## config.mk

```make
export PLATFORM = sky130hd
export DESIGN_NAME = length_prefix_to_start_code_flat
export DESIGN_NICKNAME = d
export VERILOG_FILES = /design/src/rtl/lpsc_pkg.sv /design/src/rtl/lpsc_in_if.sv /design/src/rtl/lpsc_out_if.sv /design/src/rtl/length_prefix_to_start_code.sv /design/src/flat_wrapper.sv
export SDC_FILE = /design/constraint.sdc
export NUM_CORES = 1
export LEC_CHECK = 0
export ABC_AREA = 1
export BUFFER_PORTS_ARGS = -buffer_cell sky130_fd_sc_hd__buf_2
export CAP_MARGIN = 40
export CORE_UTILIZATION = 50
export DETAILED_ROUTE_END_ITERATION = 10
export PLACE_DENSITY = 0.77
export SLEW_MARGIN = 40
export SYNTH_ARGS = -nofsm -noshare
export SYNTH_HDL_FRONTEND = slang
export SYNTH_SLANG_ARGS = --single-unit
```

## constraint.sdc

```tcl
create_clock -name clk_i -period 10.6 [get_ports clk_i]
set_input_delay 2.12 -clock clk_i [delete_from_list [all_inputs] [get_ports clk_i]]
set_output_delay 2.12 -clock clk_i [all_outputs]
set_load 0.02 [all_outputs]
```

## src/rtl/lpsc_pkg.sv

```systemverilog
`default_nettype none

package lpsc_pkg;

  // Field widths of the channel payloads.
  localparam int unsigned RecordSizeW = 24;
  localparam int unsigned ByteW       = 8;

  // Default width of the record size and position counters.
  localparam int unsigned RecordSizeBitsDef = 24;

  // Sample-mode header bookkeeping.
  localparam int unsigned LenAccW  = 32;
  localparam int unsigned NextHdrW = 33;
  localparam int unsigned HdrIdxW  = 2;

  // Configuration-record parsing.
  localparam int unsigned EntryLenW    = 16;
  localparam int unsigned EntryCntW    = 8;
  localparam logic [7:0]  AvccVersion  = 8'd1;
  localparam logic [7:0]  SpsCountMask = 8'd31;
  localparam int unsigned AvccMinSize  = 5;
  localparam int unsigned AvccHdrLast  = 4;
  localparam int unsigned HdrLookahead = 4;

  // Parser phases for configuration records.
  typedef enum logic [2:0] {
    PhDone     = 3'd0,
    PhVersion  = 3'd1,
    PhSkip     = 3'd2,
    PhSpsCount = 3'd3,
    PhPpsCount = 3'd4,
    PhLenHi    = 3'd5,
    PhLenLo    = 3'd6,
    PhPayload  = 3'd7
  } phase_e;

  // Record mode latched on the first byte of a record.
  typedef enum logic {
    ModeSample = 1'b0,
    ModeConfig = 1'b1
  } mode_e;

endpackage

`default_nettype wire

```

## src/rtl/lpsc_in_if.sv

```systemverilog
`default_nettype none

// Input byte channel.
interface lpsc_in_if;
  logic                                valid;
  logic                                ready;
  logic                                func;
  logic [lpsc_pkg::ByteW-1:0]          data_byte;
  logic                                first_of_record;
  logic [lpsc_pkg::RecordSizeW-1:0]    record_size;

  modport source (
    output valid, func, data_byte, first_of_record, record_size,
    input  ready
  );
  modport sink (
    input  valid, func, data_byte, first_of_record, record_size,
    output ready
  );
endinterface

`default_nettype wire

```

## src/rtl/lpsc_out_if.sv

```systemverilog
`default_nettype none

// Output byte channel.
interface lpsc_out_if;
  logic                       valid;
  logic                       ready;
  logic [lpsc_pkg::ByteW-1:0] out_byte;
  logic                       out_last;

  modport source (
    output valid, out_byte, out_last,
    input  ready
  );
  modport sink (
    input  valid, out_byte, out_last,
    output ready
  );
endinterface

`default_nettype wire

```

## src/rtl/length_prefix_to_start_code.sv

```systemverilog
// Converts length-prefixed H.264 data to Annex B start-code form, one input
// byte per beat. In sample records every byte yields exactly one output beat
// and the block takes a new byte every cycle unless the output stalls; each
// 4-byte length header comes out as 00 00 00 01. In configuration (avcC)
// records, header, count and length bytes yield nothing, payload bytes yield
// one beat each, and the second length byte of an entry yields a 4-beat start
// code, during which the input is held while the output register drains.
// The output register lets a new byte enter in the cycle its predecessor's
// last beat is taken. There is no clearing pass; the block is ready right
// after reset.

`default_nettype none

module length_prefix_to_start_code #(
  parameter int unsigned RecordSizeBits = lpsc_pkg::RecordSizeBitsDef
) (
  input  wire         clk_i,
  input  wire         rst_ni,
  lpsc_in_if.sink     in_i,
  lpsc_out_if.source  out_o
);

  localparam int unsigned PW = RecordSizeBits + 1;
  localparam int unsigned LW = RecordSizeBits + lpsc_pkg::EntryLenW;
  localparam logic [RecordSizeBits-1:0] PosMax = {RecordSizeBits{1'b1}};

  // Parsing state.
  lpsc_pkg::mode_e                     mode_q, mode_d;
  logic [RecordSizeBits-1:0]           pos_q, pos_d;
  logic [RecordSizeBits-1:0]           size_q, size_d;
  logic [lpsc_pkg::NextHdrW-1:0]       nhp_q, nhp_d;
  logic [lpsc_pkg::HdrIdxW-1:0]        hidx_q, hidx_d;
  logic [lpsc_pkg::LenAccW-1:0]        acc_q, acc_d;
  lpsc_pkg::phase_e                    phase_q, phase_d;
  logic [lpsc_pkg::EntryCntW-1:0]      ent_q, ent_d;
  logic                                pps_q, pps_d;
  logic [lpsc_pkg::EntryLenW-1:0]      ebl_q, ebl_d;

  // Output register: one byte or a start-code burst.
  logic                       busy_q, busy_d;
  logic                       sc_q, sc_d;
  logic [1:0]                 idx_q, idx_d;
  logic [lpsc_pkg::ByteW-1:0] byte_q, byte_d;

  // State as seen by the current byte, after a record start clears it.
  lpsc_pkg::mode_e                mode_e;
  logic [RecordSizeBits-1:0]      pos_e;
  logic [RecordSizeBits-1:0]      size_e;
  logic [lpsc_pkg::NextHdrW-1:0]  nhp_e;
  logic [lpsc_pkg::HdrIdxW-1:0]   hidx_e;
  logic [lpsc_pkg::LenAccW-1:0]   acc_e;
  lpsc_pkg::phase_e               phase_e_s;
  logic [lpsc_pkg::EntryCntW-1:0] ent_e;
  logic                           pps_e;
  logic [lpsc_pkg::EntryLenW-1:0] ebl_e;

  logic [RecordSizeBits-1:0]      rs_m;
  logic [lpsc_pkg::ByteW-1:0]     b;
  logic                           in_fire, out_fire, out_done;
  logic                           emit_one, emit_sc;
  logic [lpsc_pkg::LenAccW-1:0]   acc_shift;
  logic [lpsc_pkg::EntryLenW-1:0] len;
  logic [RecordSizeBits-1:0]      rem;
  logic [lpsc_pkg::EntryCntW-1:0] ent_dec;
  lpsc_pkg::phase_e               fin_phase;
  logic [lpsc_pkg::EntryLenW-1:0] ebl_dec;

  assign b    = in_i.data_byte;
  assign rs_m = RecordSizeBits'(in_i.record_size);

  // Handshake: the input is free when the output holds nothing or drains now.
  assign out_fire   = out_o.valid && out_o.ready;
  assign out_done   = out_fire && out_o.out_last;
  assign in_i.ready = !busy_q || out_done;
  assign in_fire    = in_i.valid && in_i.ready;

  // Output beat selection.
  assign out_o.valid    = busy_q;
  assign out_o.out_last = !sc_q || (idx_q == 2'd3);
  assign out_o.out_byte = sc_q ? ((idx_q == 2'd3) ? 8'd1 : 8'd0) : byte_q;

  // A record start clears the parsing state before the byte is processed.
  always_comb begin
    if (in_i.first_of_record) begin
      mode_e    = lpsc_pkg::mode_e'(in_i.func);
      pos_e     = '0;
      size_e    = rs_m;
      nhp_e     = '0;
      hidx_e    = '0;
      acc_e     = '0;
      phase_e_s = in_i.func ? lpsc_pkg::PhVersion : lpsc_pkg::PhDone;
      ent_e     = '0;
      pps_e     = 1'b0;
      ebl_e     = '0;
    end else begin
      mode_e    = mode_q;
      pos_e     = pos_q;
      size_e    = size_q;
      nhp_e     = nhp_q;
      hidx_e    = hidx_q;
      acc_e     = acc_q;
      phase_e_s = phase_q;
      ent_e     = ent_q;
      pps_e     = pps_q;
      ebl_e     = ebl_q;
    end
  end

  // Shared helpers for header and entry handling.
  assign acc_shift = {acc_e[lpsc_pkg::LenAccW-9:0], b};
  assign len       = {acc_e[7:0], b};
  assign rem       = size_e - pos_e - RecordSizeBits'(1);
  assign ent_dec   = ent_e - lpsc_pkg::EntryCntW'(1);
  assign ebl_dec   = ebl_e - lpsc_pkg::EntryLenW'(1);

  // Phase after an entry of a list is finished.
  always_comb begin
    if (ent_dec != '0) begin
      fin_phase = lpsc_pkg::PhLenHi;
    end else if (!pps_e) begin
      fin_phase = lpsc_pkg::PhPpsCount;
    end else begin
      fin_phase = lpsc_pkg::PhDone;
    end
  end

  // Next parsing state and the results of the current byte.
  always_comb begin
    mode_d   = mode_e;
    size_d   = size_e;
    nhp_d    = nhp_e;
    hidx_d   = hidx_e;
    acc_d    = acc_e;
    phase_d  = phase_e_s;
    ent_d    = ent_e;
    pps_d    = pps_e;
    ebl_d    = ebl_e;
    pos_d    = (pos_e != PosMax) ? pos_e + RecordSizeBits'(1) : pos_e;
    emit_one = 1'b0;
    emit_sc  = 1'b0;
    byte_d   = b;

    if (mode_e == lpsc_pkg::ModeSample) begin
      emit_one = 1'b1;
      if (hidx_e == '0) begin
        if ((lpsc_pkg::NextHdrW'(pos_e) == nhp_e) &&
            (PW'(pos_e) + PW'(lpsc_pkg::HdrLookahead) < PW'(size_e))) begin
          hidx_d = lpsc_pkg::HdrIdxW'(1);
          acc_d  = lpsc_pkg::LenAccW'(b);
          byte_d = 8'd0;
        end
      end else begin
        acc_d = acc_shift;
        if (hidx_e == 2'd3) begin
          byte_d = 8'd1;
          nhp_d  = lpsc_pkg::NextHdrW'(pos_e) + lpsc_pkg::NextHdrW'(1)
                 + lpsc_pkg::NextHdrW'(acc_shift);
          hidx_d = '0;
        end else begin
          hidx_d = hidx_e + lpsc_pkg::HdrIdxW'(1);
          byte_d = 8'd0;
        end
      end
    end else if (pos_e >= size_e) begin
      phase_d = lpsc_pkg::PhDone;
    end else begin
      case (phase_e_s)
        lpsc_pkg::PhVersion: begin
          phase_d = ((PW'(size_e) >= PW'(lpsc_pkg::AvccMinSize)) &&
                     (b == lpsc_pkg::AvccVersion)) ? lpsc_pkg::PhSkip : lpsc_pkg::PhDone;
        end
        lpsc_pkg::PhSkip: begin
          if (PW'(pos_e) >= PW'(lpsc_pkg::AvccHdrLast)) begin
            phase_d = lpsc_pkg::PhSpsCount;
          end
        end
        lpsc_pkg::PhSpsCount: begin
          ent_d   = b & lpsc_pkg::SpsCountMask;
          pps_d   = 1'b0;
          phase_d = ((b & lpsc_pkg::SpsCountMask) != '0) ? lpsc_pkg::PhLenHi
                                                         : lpsc_pkg::PhPpsCount;
        end
        lpsc_pkg::PhPpsCount: begin
          ent_d   = b;
          pps_d   = 1'b1;
          phase_d = (b != '0) ? lpsc_pkg::PhLenHi : lpsc_pkg::PhDone;
        end
        lpsc_pkg::PhLenHi: begin
          acc_d   = lpsc_pkg::LenAccW'(b);
          phase_d = lpsc_pkg::PhLenLo;
        end
        lpsc_pkg::PhLenLo: begin
          acc_d = lpsc_pkg::LenAccW'(len);
          if (LW'(len) > LW'(rem)) begin
            phase_d = lpsc_pkg::PhDone;
          end else begin
            emit_sc = 1'b1;
            ebl_d   = len;
            if (len == '0) begin
              ent_d   = ent_dec;
              phase_d = fin_phase;
            end else begin
              phase_d = lpsc_pkg::PhPayload;
            end
          end
        end
        lpsc_pkg::PhPayload: begin
          emit_one = 1'b1;
          ebl_d    = ebl_dec;
          if (ebl_dec == '0) begin
            ent_d   = ent_dec;
            phase_d = fin_phase;
          end
        end
        default: begin
          phase_d = lpsc_pkg::PhDone;
        end
      endcase
    end
  end

  // Output register control.
  always_comb begin
    busy_d = busy_q;
    sc_d   = sc_q;
    idx_d  = idx_q;
    if (in_fire && (emit_one || emit_sc)) begin
      busy_d = 1'b1;
      sc_d   = emit_sc;
      idx_d  = 2'd0;
    end else if (out_done) begin
      busy_d = 1'b0;
    end else if (out_fire) begin
      idx_d = idx_q + 2'd1;
    end
  end

  // Control state registers.
  always_ff @(posedge clk_i or negedge rst_ni) begin
    if (!rst_ni) begin
      mode_q  <= lpsc_pkg::ModeSample;
      pos_q   <= '0;
      size_q  <= '0;
      nhp_q   <= '0;
      hidx_q  <= '0;
      acc_q   <= '0;
      phase_q <= lpsc_pkg::PhDone;
      ent_q   <= '0;
      pps_q   <= 1'b0;
      ebl_q   <= '0;
      busy_q  <= 1'b0;
      sc_q    <= 1'b0;
      idx_q   <= 2'd0;
    end else begin
      if (in_fire) begin
        mode_q  <= mode_d;
        pos_q   <= pos_d;
        size_q  <= size_d;
        nhp_q   <= nhp_d;
        hidx_q  <= hidx_d;
        acc_q   <= acc_d;
        phase_q <= phase_d;
        ent_q   <= ent_d;
        pps_q   <= pps_d;
        ebl_q   <= ebl_d;
      end
      busy_q <= busy_d;
      sc_q   <= sc_d;
      idx_q  <= idx_d;
    end
  end

  // Output payload register.
  always_ff @(posedge clk_i) begin
    if (in_fire && emit_one) begin
      byte_q <= byte_d;
    end
  end

endmodule

`default_nettype wire

```

## src/flat_wrapper.sv

```systemverilog
// flat-port wrapper written by rule: the top's interface ports become plain ports
module length_prefix_to_start_code_flat 
#(
  parameter int unsigned RecordSizeBits = lpsc_pkg::RecordSizeBitsDef
)
  (clk_i, rst_ni, in_i_valid, in_i_func, in_i_data_byte, in_i_first_of_record, in_i_record_size, in_i_ready, out_o_valid, out_o_out_byte, out_o_out_last, out_o_ready);
  lpsc_in_if in_i_i ();
  lpsc_out_if out_o_i ();
  input  wire clk_i;
  input  wire rst_ni;
  input wire logic [$bits(in_i_i.valid)-1:0] in_i_valid;
  input wire logic [$bits(in_i_i.func)-1:0] in_i_func;
  input wire logic [$bits(in_i_i.data_byte)-1:0] in_i_data_byte;
  input wire logic [$bits(in_i_i.first_of_record)-1:0] in_i_first_of_record;
  input wire logic [$bits(in_i_i.record_size)-1:0] in_i_record_size;
  output wire logic [$bits(in_i_i.ready)-1:0] in_i_ready;
  output wire logic [$bits(out_o_i.valid)-1:0] out_o_valid;
  output wire logic [$bits(out_o_i.out_byte)-1:0] out_o_out_byte;
  output wire logic [$bits(out_o_i.out_last)-1:0] out_o_out_last;
  input wire logic [$bits(out_o_i.ready)-1:0] out_o_ready;
  assign in_i_i.valid = in_i_valid;
  assign in_i_i.func = in_i_func;
  assign in_i_i.data_byte = in_i_data_byte;
  assign in_i_i.first_of_record = in_i_first_of_record;
  assign in_i_i.record_size = in_i_record_size;
  assign in_i_ready = in_i_i.ready;
  assign out_o_valid = out_o_i.valid;
  assign out_o_out_byte = out_o_i.out_byte;
  assign out_o_out_last = out_o_i.out_last;
  assign out_o_i.ready = out_o_ready;
  length_prefix_to_start_code #(.RecordSizeBits(RecordSizeBits)) u_core (.clk_i(clk_i), .rst_ni(rst_ni), .in_i(in_i_i), .out_o(out_o_i));
endmodule
```

== Yosys cells after proc, flatten, opt, wreduce, memory -nomap -nowiden ==
Index checks and enable logic that the tools add are counted.
Word-level totals
  register bits after elaboration: 156
  bits of input ports: 38
  output and inout port bits: 11
  word-level logic and storage cells: 130
Operators by class
  add/sub/neg operators: 10
  $lt $le $gt $ge: 5
  equal/unequal tests: 13
  mux-type cells: 67
  reductions and logical operators: 21
Operator list (count)
  $mux W32: 5
  $mux W33: 4
  $mux W8: 10
  $mux W24: 3
  $mux W16: 4
  $pmux W32 S2: 1
  $ge A24 B3 Y1 const B: 2
  $add A33 B32 Y33: 1
  $eq A24 B33 Y1: 1
  $logic_not A16 Y1: 2
  $pmux W16 S2: 1
  $pmux W8 S4: 1
  $mux W3: 10
  $add A24 B1 Y25 const B: 1
  $add A24 B3 Y25 const B: 1
  $lt A25 B24 Y1: 1
  $add A24 B1 Y24 const B: 1
  $ge A24 B24 Y1: 1
  $gt A16 B24 Y1: 1
  $ne A24 B24 Y1 const B: 1
  $reduce_bool A8 Y1: 3
  $sub A24 B1 Y24 const B: 1
  $sub A24 B24 Y24: 1
  $pmux W3 S7: 1
  18 further kinds: 58

== Logic depth before layout (Yosys ltp) ==
  depth after elaboration: 12
  gate-level depth with buffers: 40
  gate-level depth less buffers: 33

== Worst setup path before layout ==
OpenSTA, ideal clock, no wires.
  path type: input to register
  from: input in_i_first_of_record
  to: register u_core.ebl_q[10] in the netlist's numbering
  setup time: 0.117 ns
  arrival time: 6.356 ns
  data required time: 10.483 ns
  slack: 4.127 ns
  stages: 35
  buffers on the path: 5
  cells stage by stage: buf_6 > buf_2 > clkbuf_1 > clkbuf_1 > o21ai_0 > inv_1 > ha_1 > inv_1 > fa_1 > nor2_1 > nand3_1 > nand3_1 > nand2_1 > inv_1 > a21oi_1 > o21ai_0 > xnor2_1 > ha_1 > nand2_1 > inv_1 > nand4_1 > or2_2 > a21oi_1 > nand2_1 > nor2_2 > nand3_4 > inv_1 > nand2_2 > buf_6 > nand3_1 > nand2_1 > nand2_1 > nand2_1 > nand2_1 > nand2_1
On the way
  cells in the longest elaborated chain, start to end: 8
  elaborated cells on any way between the ends: 17
  those cells by class: add/sub (3); order compare (2); eq/ne (2); mux (10)
RTL lines
  from (decl): line flat_wrapper.sv:14  | input wire logic [$bits(in_i_i.first_of_record)-1:0] in_i_first_of_record;
  $mux W24 (*): line length_prefix_to_start_code.sv:84  | if (in_i.first_of_record) begin
  named net u_core.size_d[0]: line length_prefix_to_start_code.sv:30  | logic [RecordSizeBits-1:0] size_q, size_d;
  $sub A24 B24 Y24: line length_prefix_to_start_code.sv:112  | assign rem = size_e - pos_e - RecordSizeBits'(1);
  $sub A24 B1 Y24: line length_prefix_to_start_code.sv:112
  $gt A16 B24 Y1: line length_prefix_to_start_code.sv:194  | if (LW'(len) > LW'(rem)) begin
  $mux W16: line length_prefix_to_start_code.sv:194
  $pmux W16 S2: line length_prefix_to_start_code.sv:167  | case (phase_e_s)
  $mux W16 (*): line length_prefix_to_start_code.sv:164  | end else if (pos_e >= size_e) begin
  $mux W16 (*): line length_prefix_to_start_code.sv:143  | if (mode_e == lpsc_pkg::ModeSample) begin
  to (signal assigned): line length_prefix_to_start_code.sv:265  | ebl_q <= ebl_d;
  to (decl): line length_prefix_to_start_code.sv:37  | logic [lpsc_pkg::EntryLenW-1:0] ebl_q, ebl_d;
Mark *: on every way through the listed nets, which the timed path passes. The rest lies on a longest branch.
A chain may end at the register's enable or synchronous reset.

== Worst setup path in the final report ==
  from: input in_i_first_of_record
  to: register u_core.byte_q[0] in the netlist's numbering (data pin)
On the way
  cells in the longest elaborated chain, start to end: 7
  elaborated cells on any way between the ends: 15
  those cells by class: add/sub (1); order compare (1); eq/ne (2); mux (9); reduce/logical (2)
RTL lines
  $mux W24: line length_prefix_to_start_code.sv:84
  $add A24 B3 Y25: line length_prefix_to_start_code.sv:147  | (PW'(pos_e) + PW'(lpsc_pkg::HdrLookahead) < PW'(size_e))) begin
  $lt A25 B24 Y1: line length_prefix_to_start_code.sv:147
  $logic_and A1 B1 Y1: line length_prefix_to_start_code.sv:146  | if ((lpsc_pkg::NextHdrW'(pos_e) == nhp_e) &&
  $mux W8: line length_prefix_to_start_code.sv:146
  $mux W8: line length_prefix_to_start_code.sv:145  | if (hidx_e == '0) begin
  $mux W8 (*): line length_prefix_to_start_code.sv:143
  named net u_core.byte_d (one bit): line length_prefix_to_start_code.sv:43  | logic [lpsc_pkg::ByteW-1:0] byte_q, byte_d;
  to (signal assigned): line length_prefix_to_start_code.sv:276  | byte_q <= byte_d;
  to (decl): line length_prefix_to_start_code.sv:43
Marked as above.

==> flow_metrics.py <==
metrics = {
    "status": {
        "status": "finished clean",
    },
    "timing": {
        "rsz0062_at_grt": "no",
        "final_max_slew_viol_count": 0,
        "fin_crit_ns": 7.32,
        "timing.fmax_ghz": 0.137,
        "worst_pin_slew_ns": 0.902,
        "setup_tns_ns": 0,
        "hold_viol": 0,
        "fin_worst_skew_ns": 0.0215,
        "relSlewSlack_pct": 39.9,
        "setup_viol_count_final": 0,
        "fin_crit_sh_pct": 69.1,
    },
    "logic_synthesis": {
        "synth.distinct_cells": 52,
        "ys_async_sr_fraction_pct": 94.6,
        "synth_most_common_cell": "nand2_1",
        "synth-seq-cells": 148,
        "ys.flop_type": "dfrtp_1",
        "synth.top_cells.by_area": "dfrtp_1 23%, nand2_1 15%, ha_1 9.8%",
        "synth_top_area_share_pct": 23.0,
        "synth.largest_area_cell": "dfrtp_1",
        "syn_area_sq_mm": 0.0152,
        "synth_nets": 2553,
        "syn-instance-count": 2394,
        "synth-edff-count": 8,
        "ys_warn_count": 0,
        "synth_commonest_cells": "594 x nand2_1, 315 x inv_1, 278 x nor2_1, 218 x a21oi_1, 160 x o21ai_0",
        "ys_seq_area_share_pct": 24.6,
        "avgSynthCellArea_sq_um": 6.37,
    },
    "die": {
        "io_pins": 49,
        "die-height_um": 177,
        "row_count": 63,
        "core-area_sq_mm": 0.0298,
        "die_area_sq_mm": 0.0312,
        "fp.dieW_um": 177,
        "start_util_pct": 51.2,
    },
    "cells_and_area": {
        "drive_gt1_share_pct": 7.02,
        "n_fill_cell": 2964,
        "fin_area_sq_mm": 0.0163,
        "diodes": 0,
        "register_area_sq_mm": 0.00374,
        "syn2layout_area_growth_pct": 6.91,
        "final_cells": 2797,
        "layout.nets": 2553,
        "multi_input_area_sq_mm": 0.00989,
    },
    "routing": {
        "routed_wl_um": 52800,
        "drt_first_pass_iters": 6,
        "postRouteAntennaNets": 0,
        "drcViolationCount": 0,
        "drt_iter0_markers": 1907,
        "routed_via_density": 5.86,
        "wl_per_cell_um": 18.9,
        "num_vias": 16400,
    },
    "clock_tree": {
        "clk_transition_reported_paths_ns": 0.07,
        "ctsHoldBuffers": 0,
        "cts_tree": "built",
        "htreeDepth": 4,
        "postCtsResizedCells": 0,
        "cts_buffers": 17,
        "cts_setup_buffers": 0,
        "clkSinkCount": 148,
        "clock_latency_ns": 0.47,
        "cts_root_buffer": "clkbuf_16",
        "cts.path.max_buffers": 2,
    },
    "placement": {
        "place_inst": 2765,
        "placed_area_sq_mm": 0.0157,
        "portBuffers": 48,
        "hpwl_um": 39800,
        "place.gp.congestion": 1.01,
    },
    "setup_path": {
        "path_class": "in2reg",
        "arrival_ns": 7.48,
        "worstPathRequired_ns": 10.76,
        "cp_max_fo": 39,
        "crit_path_end_kind": "register",
        "start_kind": "input pin",
    },
    "grt": {
        "grt_pass1_wl_um": 83100,
        "antenna_found_initial": 0,
        "grt_pass1_vias": 15100,
        "use_met1_pct": 48.7,
        "grt_max_degree": 79,
        "grtUsageMet2_pct": 52.5,
        "met3_usage_pct": 7.30,
        "top_usage_layer": "met2",
        "grtUsageTotal_pct": 34.4,
        "gr-total-overflow": 0,
    },
    "worst_hold_path": {
        "hold_class": "reg2reg",
    },
    "power_and_ir_drop": {
        "irDropWorstVdd_mv": 0.135,
        "leakagePower_nw": 8.25,
        "p_per_area_mw_per_mm2": 222,
    },
    "job": {
        "maxCapViolCount": 0,
    },
}
## area by class of cell
cell class / count / area share [%]
multi-input combinational: 1840 / 60.7
clock inverter: 13 / 1.05
tap: 390 / 2.99
clock buffer: 19 / 2.66
timing repair buffer: 58 / 2.03
sequential: 148 / 23.0
inverter: 329 / 7.59
## state kept, by name (all words and copies together), names as in the netlist, 3 cells and up
| name | count |
|---|---|
| u_core.ent_q | 8 |
| u_core.phase_q | 3 |
| u_core.nhp_q | 33 |
| u_core.ebl_q | 16 |
| u_core.size_q | 24 |
| u_core.byte_q | 8 |
| u_core.pos_q | 24 |
| u_core.acc_q | 24 |
## worst paths after layout
path,from,slack [ns],depth (start not counted),endpoint
max in group asynchronous,rst_ni,7.75,2,u_core.nhp_q[4]
setup reg to reg,u_core.pos_q[3],5.38,24,u_core.byte_q[0]
setup / recovery,in_i_first_of_record,3.28,26,u_core.byte_q[0]
hold / removal,u_core.acc_q[14],0.48,2,u_core.acc_q[14]
hold reg to reg,u_core.acc_q[14],0.48,2,u_core.acc_q[14]
min in group asynchronous,rst_ni,1.72,1,u_core.size_q[4]
## worst max-delay path, stage by stage
cell and delay (ns):
buf_4 0.24, inv_4 0.47, nand2_2 0.26, inv_1 0.19, ha_1 0.19, inv_1 0.07
nor3_2 0.24, inv_1 0.13, nor2_2 0.20, nand3_1 0.15, nor2_1 0.21, nand2_1 0.14
nor2_2 0.16, nand2_1 0.08, xor2_1 0.21, ha_1 0.29, a21oi_1 0.15, nor2_1 0.06
a211oi_1 0.15, o21ai_0 0.14, a21oi_1 0.14, nand3_1 0.39, nand2_2 0.39, nand2_2 0.26
inv_1 0.29, o21ai_0 0.12
## placed cells by master (no fill, tap or decap), drive strengths merged, types with 4 or more instances in the layout
cell	netlist	layout
nand2	612	612
inv	326	330
nor2	293	293
a21oi	218	218
o21ai	167	167
dfrtp	140	140
nand3	136	136
ha	119	119
buf	36	57
xor2	56	56
nor3	39	39
nand4	34	34
o211ai	25	25
xnor2	20	20
clkbuf	41	20
nor4	18	18
or2	15	15
a22oi	14	14
a31oi	13	13
o22ai	12	12
o2111ai	9	9
edfxtp	8	8
o21bai	6	6
o21a	5	5
a21o	5	5
o31ai	5	5
nand3b	5	5
clkinvlp	0	5
clkinv	3	4
a21boi	4	4
## stage by stage
step / util [%] / power, W / setup slack (ns) / hold WS [ns]
CTS: 54.6 / 0.00357 / 3.51 / 0.486
floorplan: - / 0.00237 / 4.13 / 0.448
global route: 54.7 / 0.00391 / 2.86 / 0.501
detailed placement: 52.6 / 0.00291 / 3.06 / 0.466
finish: 54.7 / 0.00363 / 3.28 / 0.481
global placement: 52.6 / 0.00286 / 3.21 / 0.462
## layer usage
layer  part of all wire, %  up-vias
li1                      -     7842
met1                    44     7620
met2                    43      838
met3                    10       89
met4                   2.4        0
met5                     0        -
## where the power goes
group / internal, W / switching (W) / total, W
logic: 0.000633 / 0.00142 / 0.00206
registers: 0.000780 / 0.000129 / 0.000909
clock network: 0.000373 / 0.000286 / 0.000660
total: 0.00179 / 0.00184 / 0.00363
## kinds of logic after synthesis
| group | count (synthesis) | share of synthesized area (%) |
|---|---|---|
| adder cells (fa/ha/maj) | 121 | 10.0 |
| AO/OA/AOI/OAI | 491 | 17.8 |
| AND/OR/NAND/NOR | 1152 | 32.5 |
| XOR/XNOR | 76 | 4.37 |
| flip-flops | 148 | 24.6 |
| buffers and inverters | 406 | 10.7 |
Note: power is estimated with default switching activity, not from simulation.
